==> src/hdl/assert_macros.svh <==
// Assertion macros used by the deque sequencer.
`ifndef ASSERT_MACROS_SVH
`define ASSERT_MACROS_SVH

// Check a property on every rising clock edge outside reset.
`define ASSERT_ALWAYS(label, clk, rst_n, prop) \
	label: assert property (@(posedge clk) disable iff (!(rst_n)) (prop)) \
		else $error("assertion failed");

// Check that a condition implies a consequence in the same cycle.
`define ASSERT_IMPLIES(label, clk, rst_n, cond, cons) \
	label: assert property (@(posedge clk) disable iff (!(rst_n)) (cond) |-> (cons)) \
		else $error("assertion failed");

`endif

==> src/hdl/dq_pkg.sv <==
// Shared types and constants of the circular deque.
package dq_pkg;

	localparam int DATA_W = 32;

	// Command codes carried on the input tuser
	typedef enum logic [2:0] {
		CMD_PUSH_FRONT = 3'd0,
		CMD_PUSH_REAR  = 3'd1,
		CMD_POP_FRONT  = 3'd2,
		CMD_POP_REAR   = 3'd3,
		CMD_DUMP       = 3'd4
	} cmd_t;

	// Result status codes carried on the output tuser
	typedef enum logic [1:0] {
		STAT_OK        = 2'd0,
		STAT_OVERFLOW  = 2'd1,
		STAT_UNDERFLOW = 2'd2,
		STAT_EMPTY     = 2'd3
	} status_t;

	// One result transaction
	typedef struct packed {
		status_t                    status;
		logic signed [DATA_W-1:0]   data_out;
		logic                       last;
	} result_t;

endpackage

==> src/hdl/dq_ram.sv <==
// Element store of the deque: one write port, one registered read port.
module dq_ram #(
	parameter int DEPTH = 16,
	parameter int AW    = 4
) (
	input  logic                               clk,
	input  logic                               we,
	input  logic [AW-1:0]                      waddr,
	input  logic signed [dq_pkg::DATA_W-1:0]   wdata,
	input  logic                               re,
	input  logic [AW-1:0]                      raddr,
	output logic signed [dq_pkg::DATA_W-1:0]   rdata
);
	import dq_pkg::*;

	logic signed [DATA_W-1:0] mem_q [DEPTH];

	// Write port
	always_ff @(posedge clk) begin
		if (we) begin
			mem_q[waddr] <= wdata;
		end
	end

	// Read port, data held until the next read
	always_ff @(posedge clk) begin
		if (re) begin
			rdata <= mem_q[raddr];
		end
	end

endmodule

==> src/hdl/dq_ctrl.sv <==
// Deque sequencer: pointers, occupancy and the pop/dump read walk.
`include "assert_macros.svh"

module dq_ctrl #(
	parameter int DEPTH = 16,
	parameter int AW    = 4,
	parameter int OW    = 5
) (
	input  logic                               clk,
	input  logic                               arst_n,
	input  logic                               in_valid,
	output logic                               in_ready,
	input  dq_pkg::cmd_t                       in_cmd,
	input  logic signed [dq_pkg::DATA_W-1:0]   in_value,
	input  logic                               out_free,
	output logic                               res_valid,
	output dq_pkg::result_t                    res,
	output logic                               we,
	output logic [AW-1:0]                      waddr,
	output logic signed [dq_pkg::DATA_W-1:0]   wdata,
	output logic                               re,
	output logic [AW-1:0]                      raddr,
	input  logic signed [dq_pkg::DATA_W-1:0]   rdata
);
	import dq_pkg::*;

	typedef enum logic {
		ST_IDLE,
		ST_READ
	} state_t;

	state_t        state_q, state_d;
	logic [AW-1:0] head_q, head_d;
	logic [AW-1:0] tail_q, tail_d;
	logic [OW-1:0] occ_q, occ_d;
	logic [AW-1:0] ptr_q, ptr_d;
	logic [OW-1:0] left_q, left_d;
	logic          accept;
	logic          full;
	logic          empty;

	function automatic logic [AW-1:0] idx_inc(input logic [AW-1:0] i);
		return (i == AW'(DEPTH - 1)) ? '0 : i + 1'b1;
	endfunction

	function automatic logic [AW-1:0] idx_dec(input logic [AW-1:0] i);
		return (i == '0) ? AW'(DEPTH - 1) : i - 1'b1;
	endfunction

	assign full     = (occ_q == OW'(DEPTH));
	assign empty    = (occ_q == '0);
	assign in_ready = (state_q == ST_IDLE) && out_free;
	assign accept   = in_valid && in_ready;
	assign wdata    = in_value;

	// Decode the command, update pointers, start memory reads and emit results
	always_comb begin
		state_d   = state_q;
		head_d    = head_q;
		tail_d    = tail_q;
		occ_d     = occ_q;
		ptr_d     = ptr_q;
		left_d    = left_q;
		we        = 1'b0;
		waddr     = tail_q;
		re        = 1'b0;
		raddr     = head_q;
		res_valid = 1'b0;
		res       = '{status: STAT_OK, data_out: '0, last: 1'b1};
		unique case (state_q)
			ST_IDLE: begin
				if (accept) begin
					case (in_cmd) inside
						CMD_PUSH_FRONT, CMD_PUSH_REAR: begin
							res_valid = 1'b1;
							if (full) begin
								res.status = STAT_OVERFLOW;
							end else begin
								we    = 1'b1;
								occ_d = occ_q + 1'b1;
								if (in_cmd == CMD_PUSH_FRONT) begin
									waddr  = idx_dec(head_q);
									head_d = idx_dec(head_q);
								end else begin
									waddr  = tail_q;
									tail_d = idx_inc(tail_q);
								end
							end
						end
						CMD_POP_FRONT, CMD_POP_REAR: begin
							if (empty) begin
								res_valid  = 1'b1;
								res.status = STAT_UNDERFLOW;
							end else begin
								re      = 1'b1;
								occ_d   = occ_q - 1'b1;
								left_d  = OW'(1);
								state_d = ST_READ;
								if (in_cmd == CMD_POP_FRONT) begin
									raddr  = head_q;
									head_d = idx_inc(head_q);
								end else begin
									raddr  = idx_dec(tail_q);
									tail_d = idx_dec(tail_q);
								end
							end
						end
						CMD_DUMP: begin
							if (empty) begin
								res_valid  = 1'b1;
								res.status = STAT_EMPTY;
							end else begin
								re      = 1'b1;
								raddr   = head_q;
								ptr_d   = idx_inc(head_q);
								left_d  = occ_q;
								state_d = ST_READ;
							end
						end
						default: begin
						end
					endcase
				end
			end
			ST_READ: begin
				// Emit the read word, then fetch the next one of a dump
				if (out_free) begin
					res_valid    = 1'b1;
					res.data_out = rdata;
					res.last     = (left_q == OW'(1));
					if (left_q == OW'(1)) begin
						state_d = ST_IDLE;
					end else begin
						re     = 1'b1;
						raddr  = ptr_q;
						ptr_d  = idx_inc(ptr_q);
						left_d = left_q - 1'b1;
					end
				end
			end
			default: begin
				state_d = ST_IDLE;
			end
		endcase
	end

	// Hold state and pointers
	always_ff @(posedge clk or negedge arst_n) begin
		if (!arst_n) begin
			state_q <= ST_IDLE;
			head_q  <= '0;
			tail_q  <= '0;
			occ_q   <= '0;
			ptr_q   <= '0;
			left_q  <= '0;
		end else begin
			state_q <= state_d;
			head_q  <= head_d;
			tail_q  <= tail_d;
			occ_q   <= occ_d;
			ptr_q   <= ptr_d;
			left_q  <= left_d;
		end
	end

	// Tail must sit occupancy slots after head, modulo the depth
	logic [AW:0] chk_sum;
	logic [AW:0] chk_tail;
	assign chk_sum  = {1'b0, head_q} + (AW+1)'(occ_q);
	assign chk_tail = (chk_sum >= (AW+1)'(DEPTH)) ? chk_sum - (AW+1)'(DEPTH) : chk_sum;

	`ASSERT_ALWAYS(a_occ_range, clk, arst_n, occ_q <= OW'(DEPTH))
	`ASSERT_ALWAYS(a_ptr_consistent, clk, arst_n, chk_tail == {1'b0, tail_q})
	`ASSERT_IMPLIES(a_res_room, clk, arst_n, res_valid, out_free)
	`ASSERT_IMPLIES(a_walk_left, clk, arst_n, state_q == ST_READ, left_q != '0)

endmodule

==> src/hdl/circular_deque_core.sv <==
// Top level of the circular deque: stream ports, result register and instances.
//
// A double-ended queue of DEPTH signed 32-bit words in a circular single-port-
// write, registered-read memory. Commands arrive on the slave side (s_tuser
// selects push front, push rear, pop front, pop rear or dump); results leave on
// the master side with a status in m_tuser and m_tlast on the final result of a
// command. One command is in work at a time. A push, an overflow, an underflow
// or a dump of an empty queue is answered from the idle state, with no memory
// read. A pop is answered from the read state, since the word comes out of the
// memory in the cycle after its read. A dump makes one memory read per element,
// issued back to back while the output side takes results; input stays held off
// until the last element has been handed to the result register. Backpressure
// on the master side holds off each of these steps. The memory needs no
// initialization after reset.
module circular_deque_core #(
	parameter int DEPTH = 16
) (
	input  logic        clk,
	input  logic        arst_n,
	input  logic        s_tvalid,
	output logic        s_tready,
	input  logic [31:0] s_tdata,   // [31:0] push_value
	input  logic [2:0]  s_tuser,   // [2:0] cmd
	output logic        m_tvalid,
	input  logic        m_tready,
	output logic [31:0] m_tdata,   // [31:0] data_out
	output logic [1:0]  m_tuser,   // [1:0] status
	output logic        m_tlast
);
	import dq_pkg::*;

	localparam int AW = (DEPTH > 1) ? $clog2(DEPTH) : 1;
	localparam int OW = $clog2(DEPTH + 1);

	logic                     out_free;
	logic                     res_valid;
	result_t                  res;
	result_t                  out_q;
	logic                     out_valid_q;
	logic                     we;
	logic [AW-1:0]            waddr;
	logic signed [DATA_W-1:0] wdata;
	logic                     re;
	logic [AW-1:0]            raddr;
	logic signed [DATA_W-1:0] rdata;

	assign out_free = !out_valid_q || m_tready;

	dq_ctrl #(
		.DEPTH (DEPTH),
		.AW    (AW),
		.OW    (OW)
	) u_ctrl (
		.clk       (clk),
		.arst_n    (arst_n),
		.in_valid  (s_tvalid),
		.in_ready  (s_tready),
		.in_cmd    (cmd_t'(s_tuser)),
		.in_value  (s_tdata),
		.out_free  (out_free),
		.res_valid (res_valid),
		.res       (res),
		.we        (we),
		.waddr     (waddr),
		.wdata     (wdata),
		.re        (re),
		.raddr     (raddr),
		.rdata     (rdata)
	);

	dq_ram #(
		.DEPTH (DEPTH),
		.AW    (AW)
	) u_ram (
		.clk   (clk),
		.we    (we),
		.waddr (waddr),
		.wdata (wdata),
		.re    (re),
		.raddr (raddr),
		.rdata (rdata)
	);

	// Hold the result transaction until the master side takes it
	always_ff @(posedge clk or negedge arst_n) begin
		if (!arst_n) begin
			out_valid_q <= 1'b0;
		end else if (out_free) begin
			out_valid_q <= res_valid;
		end
	end

	// Load the result payload
	always_ff @(posedge clk) begin
		if (res_valid) begin
			out_q <= res;
		end
	end

	assign m_tvalid = out_valid_q;
	assign m_tdata  = out_q.data_out;
	assign m_tuser  = out_q.status;
	assign m_tlast  = out_q.last;

endmodule

==> config.mk <==
export PLATFORM = sky130hd
export DESIGN_NAME = circular_deque_core
export DESIGN_NICKNAME = d
export VERILOG_FILES = /design/src/hdl/dq_pkg.sv /design/src/hdl/dq_ram.sv /design/src/hdl/dq_ctrl.sv /design/src/hdl/circular_deque_core.sv
export VERILOG_INCLUDE_DIRS = /design/src /design/src/hdl
export SDC_FILE = /design/constraint.sdc
export NUM_CORES = 1
export LEC_CHECK = 0
export ABC_AREA = 1
export BUFFER_PORTS_ARGS = -buffer_cell sky130_fd_sc_hd__buf_2
export CELL_PAD_IN_SITES_DETAIL_PLACEMENT = 1
export CELL_PAD_IN_SITES_GLOBAL_PLACEMENT = 1
export CORE_ASPECT_RATIO = 1.1
export CORE_MARGIN = 10
export CORE_UTILIZATION = 47
export CTS_BUF_LIST = sky130_fd_sc_hd__clkbuf_8
export DETAILED_ROUTE_END_ITERATION = 8
export PLACE_DENSITY = 0.78
export SYNTH_ARGS = -nofsm -noshare
export SYNTH_HDL_FRONTEND = slang
export SYNTH_SLANG_ARGS = --single-unit
==> constraint.sdc <==
create_clock -name clk -period 3.2 [get_ports clk]
set_input_delay 0.96 -clock clk [delete_from_list [all_inputs] [get_ports clk]]
set_output_delay 0.96 -clock clk [all_outputs]
set_load 0.03 [all_outputs]
==> qor.tcl, run 1 <==
set qor(final_period_minus_worst_setup_slack_ns) 2.77
set qor(cts_setup_buffers) 0
set qor(timing.critical_path.to) {u_ram.rdata[4]$_DFFE_PP_}
set qor(flow.area_growth_from_synthesis_pct) 16.1
set qor(number_of_i_o_port_buffers) 75
set qor(chipWidth_um) 246
set qor(cap_viol_max_count) 0
set qor(cellLeakagePower_nw) 12.7
set qor(routabilityCongestion) 0.800
set qor(cellPowerDensity_nw_per_um2) 1020
set qor(ys_seq_area_share_pct) 68.1
set qor(drt-total-wl_um) 80200
set qor(synth_simple_gate_area_share_pct) 21.2
set qor(number_of_antenna_violations_at_the_first_check_in_global_routing) 0
set qor(end_kind) {flip-flop}
set qor(filler_cell_count) 5952
set qor(groute.usage.overall_pct) 24.3
set qor(clk_pin_slew_worst_paths_ns) 0.06
set qor(max-vdd-ir-drop_mv) 0.853
set qor(finalCoreUtilization_pct) 54.8
set qor(synth.top_cells.by_area) {sky130_fd_sc_hd__edfxtp_1, sky130_fd_sc_hd__nand3_1, sky130_fd_sc_hd__nand2_1}
set qor(whs_ns) 0.255
set qor(cts_repair_resize_count) 0
set qor(worstSetupStartpointType) {flip-flop}
set qor(route.detailed.wl_per_inst_um) 23.4
set qor(ys_top_cells_by_count) {sky130_fd_sc_hd__nand3_1, sky130_fd_sc_hd__edfxtp_1, sky130_fd_sc_hd__nand2_1}
set qor(count_of_routing_violations_after_the_opening_detailed_route_iteration) 1585
set qor(final_layout_setup_total_negative_slack_ns) 0
set qor(r2r_slack_ns) 0.43
set qor(p_sw_share_pct) 43.9
set qor(floorplan.die_area_um2) 66100
set qor(power_switching_mw) 13.8
set qor(number_of_hold_buffers_added_after_cts) 0
set qor(post_dp_cell_area_um2) 28800
set qor(vias_in_the_first_global_route) 21024
set qor(global_route.overflow_total) 0
set qor(total_inserted_antenna_cells) 0
set qor(slew_at_the_pin_closest_to_its_max_slew_limit_ns) 0.613
set qor(tritoncts_num_sinks) 603
set qor(setup_ws_ns) 0.429
set qor(synth_seq_cells) 603
set qor(drive_gt1_share_pct) 13.4
set qor(finalHoldViolations) 0
set qor(timing.critical_path.required_ns) 3.62
set qor(fp.dieH_um) 269
set qor(tritoncts) {yes}
set qor(power.total_mw) 31.4
set qor(drt-pass1-iter-count) 5
set qor(drc) 0
set qor(yosys-mux-area-fraction_pct) 0.0426
set qor(share_of_the_cycle_needed_by_the_critical_path_after_routing_pct) 86.6
set qor(clock_power_share_pct) 20.5
set qor(htreeDepth) 3
set qor(hp-class) {input pin to async pin}
set qor(worstSetupPathType) {flip-flop to flip-flop}
set qor(synth_top_family_by_area) {simple AND/OR/NAND/NOR gates}
set qor(comb_power_share_pct) 47.6
set qor(yosys_warnings) 0
set qor(synthesis.area_um2) 26400
set qor(post-synth-top-area-fraction_pct) 65.8
set qor(detailedPlace.worstSlack_ns) -0.208
set qor(r2r-start) {u_ctrl.tail_q[0]$_DFFE_PN0P_}
set qor(fin_nets) 2652
set qor(post_synth_inst_count) 2446
set qor(stdcell_count) 3428
set qor(grt_max_degree) 85
set qor(max_clock_freq_mhz) 361
set qor(rows) 91
set qor(synthXorXnorAreaFrac_pct) 0.365
set qor(synthesized_nets) 2496
set qor(synth_area_leader_cell) {sky130_fd_sc_hd__edfxtp_1}
set qor(vias) 19271
set qor(worst_skew_pair.late_latency_ns) 0.72
set qor(timing_max_transition_violations_final) 0
set qor(relSlewSlack_pct) 59.2
set qor(initial_utilization_pct) 47.2
set qor(cts_buf_count) 98
set qor(ioPinCount) 76
set qor(regToRegEndpoint) {u_ram.rdata[4]$_DFFE_PP_}
set qor(synth-async-reset-ratio_pct) 3.98
set qor(arrival_ns) 3.19
set qor(synth_compound_area_share_pct) 1.38
set qor(outcome) {completed}
set qor(primary_ff_master_synth) {sky130_fd_sc_hd__edfxtp_1}
set qor(timing.clock.skew_ns) 0.0561
set qor(antenna_violating_nets_post_route) 0
set qor(grt_first_pass_wirelength_um) 122000
set qor(number_of_endpoints_failing_setup_at_the_final_stage) 0
set qor(post_synthesis_cell_type_count) 32
set qor(drt-vias-per-instance) 5.62
set qor(startpoint) {u_ctrl.tail_q[0]$_DFFE_PN0P_}
set qor(placed_cells_incl_taps) 3246
set qor(critical_path.max_stage_delay_ns) 0.39
set qor(number_of_enable_type_register_cells_in_the_synthesized_netlist) 579
set qor(synthesis.area_per_instance_um2) 10.8
set qor(slowest_stage) {sky130_fd_sc_hd__dfrtp_1}
set qor(cts_root_buf) {sky130_fd_sc_hd__clkbuf_8}
set qor(sequence_of_cells_on_the_critical_path) {inv_1 > ha_1 > nand3_1 > nand2_1 > nand4_1 > nand3_4 > buf_4 > buf_4 > nand3b_1 > nand3_1 > nand3_1 > nand3_1 > nand2_1}
set qor(final_instance_area_um2) 30700
set qor(detailedPlacementHpwl_um) 49500
set qor(reg_power_share_pct) 31.9
set qor(unrepaired_setup_endpoints_after_global_routing) {no}
set qor(cell_internal_pwr_mw) 17.6
set qor(critical_path_peak_fanout) 16
set qor(core_area_um2) 55900
set qor(cp_common_cell) {sky130_fd_sc_hd__nand3_1}
set qor(yosys.area_share.adder_pct) 0.550
set qor(max-clock-path-buffers) 3
set qor(synth.most_common_cell) {sky130_fd_sc_hd__nand3_1}
set qor(reg2reg_path_depth) 13
[metal layers]
metal	share of wire, %	up-vias	GRT usage, %
li1	-	8568	-
met1	39	9764	28.8
met2	51	753	42.9
met3	6.4	186	4.08
met4	3.4	0	10.4
met5	0	-	0
[critical path: cells and delay by family (launching register included)]
family        cells  cell delay (ns)
simple gates      9             1.10
flops             1             0.39
fa+ha+maj         1             0.25
buf+inv           3             0.76
[worst min-delay path by stage]
stage / to / slack, ns / depth (start not counted)
floorplan: u_ctrl.occ_q[4]$_DFFE_PN0P_ / 0.46 / 1
global placement: u_ctrl.occ_q[4]$_DFFE_PN0P_ / 0.48 / 1
detailed placement: u_ctrl.occ_q[4]$_DFFE_PN0P_ / 0.48 / 1
CTS: u_ctrl.state_q$_DFF_PN0_ / 0.22 / 1
global route: u_ctrl.state_q$_DFF_PN0_ / 0.29 / 1
finish: u_ctrl.state_q$_DFF_PN0_ / 0.25 / 1
[power by group through the flow]
stage	clock (mW)	sequential (mW)	combinational (mW)
final	6.44	9.99	14.9
after global routing	6.91	10.1	16.3
after CTS	6.53	9.99	14.9
after detailed placement	0	10.1	14.7
after global placement	0	10.1	14.1
after floorplan	0	10.5	8.80
[flip-flops by register name, indices dropped and copies added (netlist names), 2 cells and up]
register,flops
u_ram.mem_q,512
m_tdata,32
u_ram.rdata,32
u_ctrl.left_q,5
u_ctrl.occ_q,5
u_ctrl.head_q,4
u_ctrl.ptr_q,4
u_ctrl.tail_q,4
m_tuser,2
[placed cells by master (no fill, tap or decap), types with 34 or more instances in the layout]
cell type	count
sky130_fd_sc_hd__buf_4	60
sky130_fd_sc_hd__nand2_1	471
sky130_fd_sc_hd__nand3b_1	62
sky130_fd_sc_hd__clkinv_1	34
sky130_fd_sc_hd__inv_1	409
sky130_fd_sc_hd__buf_12	59
sky130_fd_sc_hd__nand3_1	594
sky130_fd_sc_hd__clkbuf_8	104
sky130_fd_sc_hd__buf_2	75
sky130_fd_sc_hd__o21ai_0	42
sky130_fd_sc_hd__nor2_1	56
sky130_fd_sc_hd__edfxtp_1	579
[layout make-up]
cell class | instances | area, um2 | share of cell area (%)
Clock inverter | 78 | 422 | 1.38
Multi-Input combinational cell | 1310 | 6390 | 20.8
Timing Repair Buffer | 194 | 2010 | 6.55
Clock buffer | 104 | 1430 | 4.67
Sequential cell | 603 | 18000 | 58.7
Inverter | 395 | 1490 | 4.85
Tap cell | 744 | 931 | 3.04
[logic make-up (layout without fill, tap and decap cells)]
family	count (synthesis)	in the layout
fa+ha+maj	11	11
xor+xnor	11	11
flops	603	603
buf+inv	533	771
mux	1	1
simple gates	1220	1220
compound gates	67	67
Note: power is estimated with default switching activity, not from simulation.
==> run 2: changes to the inputs <==
--- a/config.mk
+++ b/config.mk
@@ -16,6 +16,7 @@
 export CTS_BUF_LIST = sky130_fd_sc_hd__clkbuf_8
 export DETAILED_ROUTE_END_ITERATION = 8
 export PLACE_DENSITY = 0.78
+export RECOVER_POWER = 25
 export SYNTH_ARGS = -nofsm -noshare
 export SYNTH_HDL_FRONTEND = slang
 export SYNTH_SLANG_ARGS = --single-unit
==> run 2 against run 1 <==
Sequential power about the same. Core utilization decreased by 0.060 points. Hold slack improved by 0.25 ns. Critical path depth decreased by 1. Maximum frequency increased by 0.37%. Clock-buffer cell count unchanged. Flip-flop and latch count unchanged. Clock skew increased by 0.0028 ns. Critical path type unchanged. Largest power group unchanged. Highest routed layer unchanged.
==> qor.tcl, run 2 (same netlist as run 1, synthesis figures left out) <==
set qor(drt-total-wl_um) 80000 ;# -0.21%
set qor(number_of_i_o_port_buffers) 75 ;# unchanged
set qor(fp.dieH_um) 269 ;# unchanged
set qor(max_clock_freq_mhz) 362 ;# +0.37%
set qor(comb_power_share_pct) 47.6 ;# about the same
set qor(filler_cell_count) 5968 ;# +0.27%
set qor(groute.layer.met2.usage_pct) 42.9 ;# unchanged
set qor(power_switching_mw) 13.8 ;# about the same
set qor(drc) 0 ;# unchanged
set qor(max-vdd-ir-drop_mv) 0.851 ;# -0.26%
set qor(floorplan.die_area_um2) 66100 ;# unchanged
set qor(worst_skew_pair.late_latency_ns) 0.73 ;# about the same
set qor(share_of_the_cycle_needed_by_the_critical_path_after_routing_pct) 86.3 ;# -0.32 points
set qor(tritoncts) {yes}
set qor(timing.clock.skew_ns) 0.0589 ;# +0.00278 ns
set qor(core_area_um2) 55900 ;# unchanged
set qor(reg_power_share_pct) 31.9 ;# about the same
set qor(cap_viol_max_count) 0 ;# unchanged
set qor(outcome) {completed}
set qor(timing.critical_path.required_ns) 3.63 ;# about the same
set qor(whs_ns) 0.505 ;# +0.250 ns
set qor(cp_common_cell) {sky130_fd_sc_hd__nand3_1}
set qor(cts_root_buf) {sky130_fd_sc_hd__clkbuf_8}
set qor(ioPinCount) 76 ;# unchanged
set qor(grt_most_used_layer) {met2}
set qor(routabilityCongestion) 0.800 ;# unchanged
set qor(fin_nets) 2652 ;# unchanged
set qor(seq_area_um2) 18000 ;# unchanged
set qor(detailedPlacementHpwl_um) 49500 ;# unchanged
set qor(drt-pass1-iter-count) 5 ;# unchanged
set qor(top_register) {u_ram.mem_q}
set qor(power.total_mw) 31.4 ;# about the same
set qor(clock_power_share_pct) 20.6 ;# about the same
set qor(slowest_stage) {sky130_fd_sc_hd__dfrtp_1}
set qor(final_layout_setup_total_negative_slack_ns) 0 ;# unchanged
set qor(worstSetupPathType) {flip-flop to flip-flop}
set qor(end_kind) {flip-flop}
set qor(grt_first_pass_wirelength_um) 122000 ;# unchanged
set qor(finalHoldViolations) 0 ;# unchanged
set qor(number_of_endpoints_failing_setup_at_the_final_stage) 0 ;# unchanged
set qor(rows) 91 ;# unchanged
set qor(drt-vias-per-instance) 5.60 ;# -0.34%
set qor(max-clock-path-buffers) 3 ;# unchanged
set qor(drive_gt1_share_pct) 12.4 ;# -1.0 points
set qor(chipWidth_um) 246 ;# unchanged
set qor(flip_flop_count_of_the_largest_register_all_copies_and_words_added) 512 ;# unchanged
set qor(sequence_of_cells_on_the_critical_path) {inv_1 > ha_1 > nand3_1 > nand2_1 > nand4_1 > nand3_4 > buf_12 > nand3_1 > nand3_1 > nand3_1 > nand3_1 > nand2_1}
set qor(route.detailed.wl_per_inst_um) 23.3 ;# -0.21%
set qor(groute.layer.met1.usage_pct) 28.8 ;# unchanged
set qor(cellLeakagePower_nw) 12.6 ;# -0.59%
set qor(cellPowerDensity_nw_per_um2) 1020 ;# about the same
set qor(slew_at_the_pin_closest_to_its_max_slew_limit_ns) 1.47 ;# +0.860 ns
set qor(timing_max_transition_violations_final) 0 ;# unchanged
set qor(final_period_minus_worst_setup_slack_ns) 2.76 ;# -0.0103 ns
set qor(global_route.overflow_total) 0 ;# unchanged
set qor(number_of_antenna_violations_at_the_first_check_in_global_routing) 0 ;# unchanged
set qor(initial_utilization_pct) 47.2 ;# unchanged
set qor(cell_internal_pwr_mw) 17.6 ;# about the same
set qor(grt_max_degree) 85 ;# unchanged
set qor(worstSetupStartpointType) {flip-flop}
set qor(relSlewSlack_pct) 1.85 ;# -57 points
set qor(tritoncts_num_sinks) 603 ;# unchanged
set qor(p_sw_share_pct) 43.9 ;# about the same
set qor(critical_path.max_stage_delay_ns) 0.39 ;# about the same
set qor(vias_in_the_first_global_route) 21024 ;# unchanged
set qor(critical_path_peak_fanout) 83 ;# +67
set qor(use_met3_pct) 4.08 ;# unchanged
set qor(flow.area_growth_from_synthesis_pct) 16.0
set qor(antenna_violating_nets_post_route) 0 ;# unchanged
set qor(count_of_routing_violations_after_the_opening_detailed_route_iteration) 1593 ;# +0.50%
set qor(cts_repair_resize_count) 0 ;# unchanged
set qor(placed_cells_incl_taps) 3246 ;# unchanged
set qor(htreeDepth) 3 ;# unchanged
set qor(hp-class) {flip-flop to flip-flop}
set qor(unrepaired_setup_endpoints_after_global_routing) {no}
set qor(groute.usage.overall_pct) 24.3 ;# unchanged
set qor(cts_setup_buffers) 0 ;# unchanged
set qor(vias) 19205 ;# -0.34%
set qor(cts_buf_count) 98 ;# unchanged
set qor(layout.cells.most_common_list) {sky130_fd_sc_hd__nand3_1, sky130_fd_sc_hd__edfxtp_1, sky130_fd_sc_hd__nand2_1, sky130_fd_sc_hd__inv_1, sky130_fd_sc_hd__clkbuf_8}
set qor(total_inserted_antenna_cells) 0 ;# unchanged
set qor(arrival_ns) 3.20 ;# about the same
set qor(number_of_hold_buffers_added_after_cts) 0 ;# unchanged
set qor(stdcell_count) 3428 ;# unchanged
set qor(final_common_cell) {sky130_fd_sc_hd__nand3_1}
set qor(clk_pin_slew_worst_paths_ns) 0.06 ;# about the same
set qor(multiInputGateArea_um2) 6390 ;# unchanged
## run 2: through the flow
step	utilization, %	area [um2]	worst slack [ns]
floorplan	-	26500	-0.287
global placement	51.5	28800	-0.147
detailed placement	51.5	28800	-0.208
CTS	54.8	30700	0.431
global route	54.8	30600	0.192
finish	54.8	30600	0.439
## run 2: power groups by stage
stage	logic [mW]	clock network (mW)	registers (mW)
after floorplan	8.80	0	10.5
after global placement	14.1	0	10.1
after detailed placement	14.7	0	10.1
after CTS	14.9	6.53	9.99
after global routing	16.3	6.91	10.1
final	14.9	6.45	9.99
## run 2: worst paths after layout
path                                              startpoint                           end  slack [ns]  cells past startpoint
worst max-delay path            u_ctrl.tail_q[0]$_DFFE_PN0P_     u_ram.rdata[24]$_DFFE_PP_        0.44                     12
worst min-delay path             u_ctrl.occ_q[4]$_DFFE_PN0P_   u_ctrl.occ_q[4]$_DFFE_PN0P_        0.50                      1
worst max register to register  u_ctrl.tail_q[0]$_DFFE_PN0P_     u_ram.rdata[24]$_DFFE_PP_        0.44                     12
worst min register to register   u_ctrl.occ_q[4]$_DFFE_PN0P_   u_ctrl.occ_q[4]$_DFFE_PN0P_        0.50                      1
max in group asynchronous                             arst_n  u_ctrl.left_q[3]$_DFFE_PN0P_        1.71                      1
min in group asynchronous                             arst_n      u_ctrl.state_q$_DFF_PN0_        0.58                      1
## run 2: cell type report
cell class | instances | share of cell area (%)
clock inverter | 78 | 1.38
inverter | 395 | 4.85
timing repair buffer | 194 | 6.44
clock buffer | 104 | 4.68
sequential | 603 | 58.7
multi-input combinational | 1310 | 20.9
tap | 744 | 3.04
## run 2: metal layers
metal	wire (um)	vias to the layer above
li1	-	8570
met1	31000	9711
met2	41200	756
met3	5280	168
met4	2580	0
met5	0	-
## run 2: critical path: cells and delay by family, from the launching register on
family,cells,cell delay (ns)
adders and majority gates,1,0.25
and+or+nand+nor,9,1.25
buffers and inverters,2,0.56
DFF,1,0.39
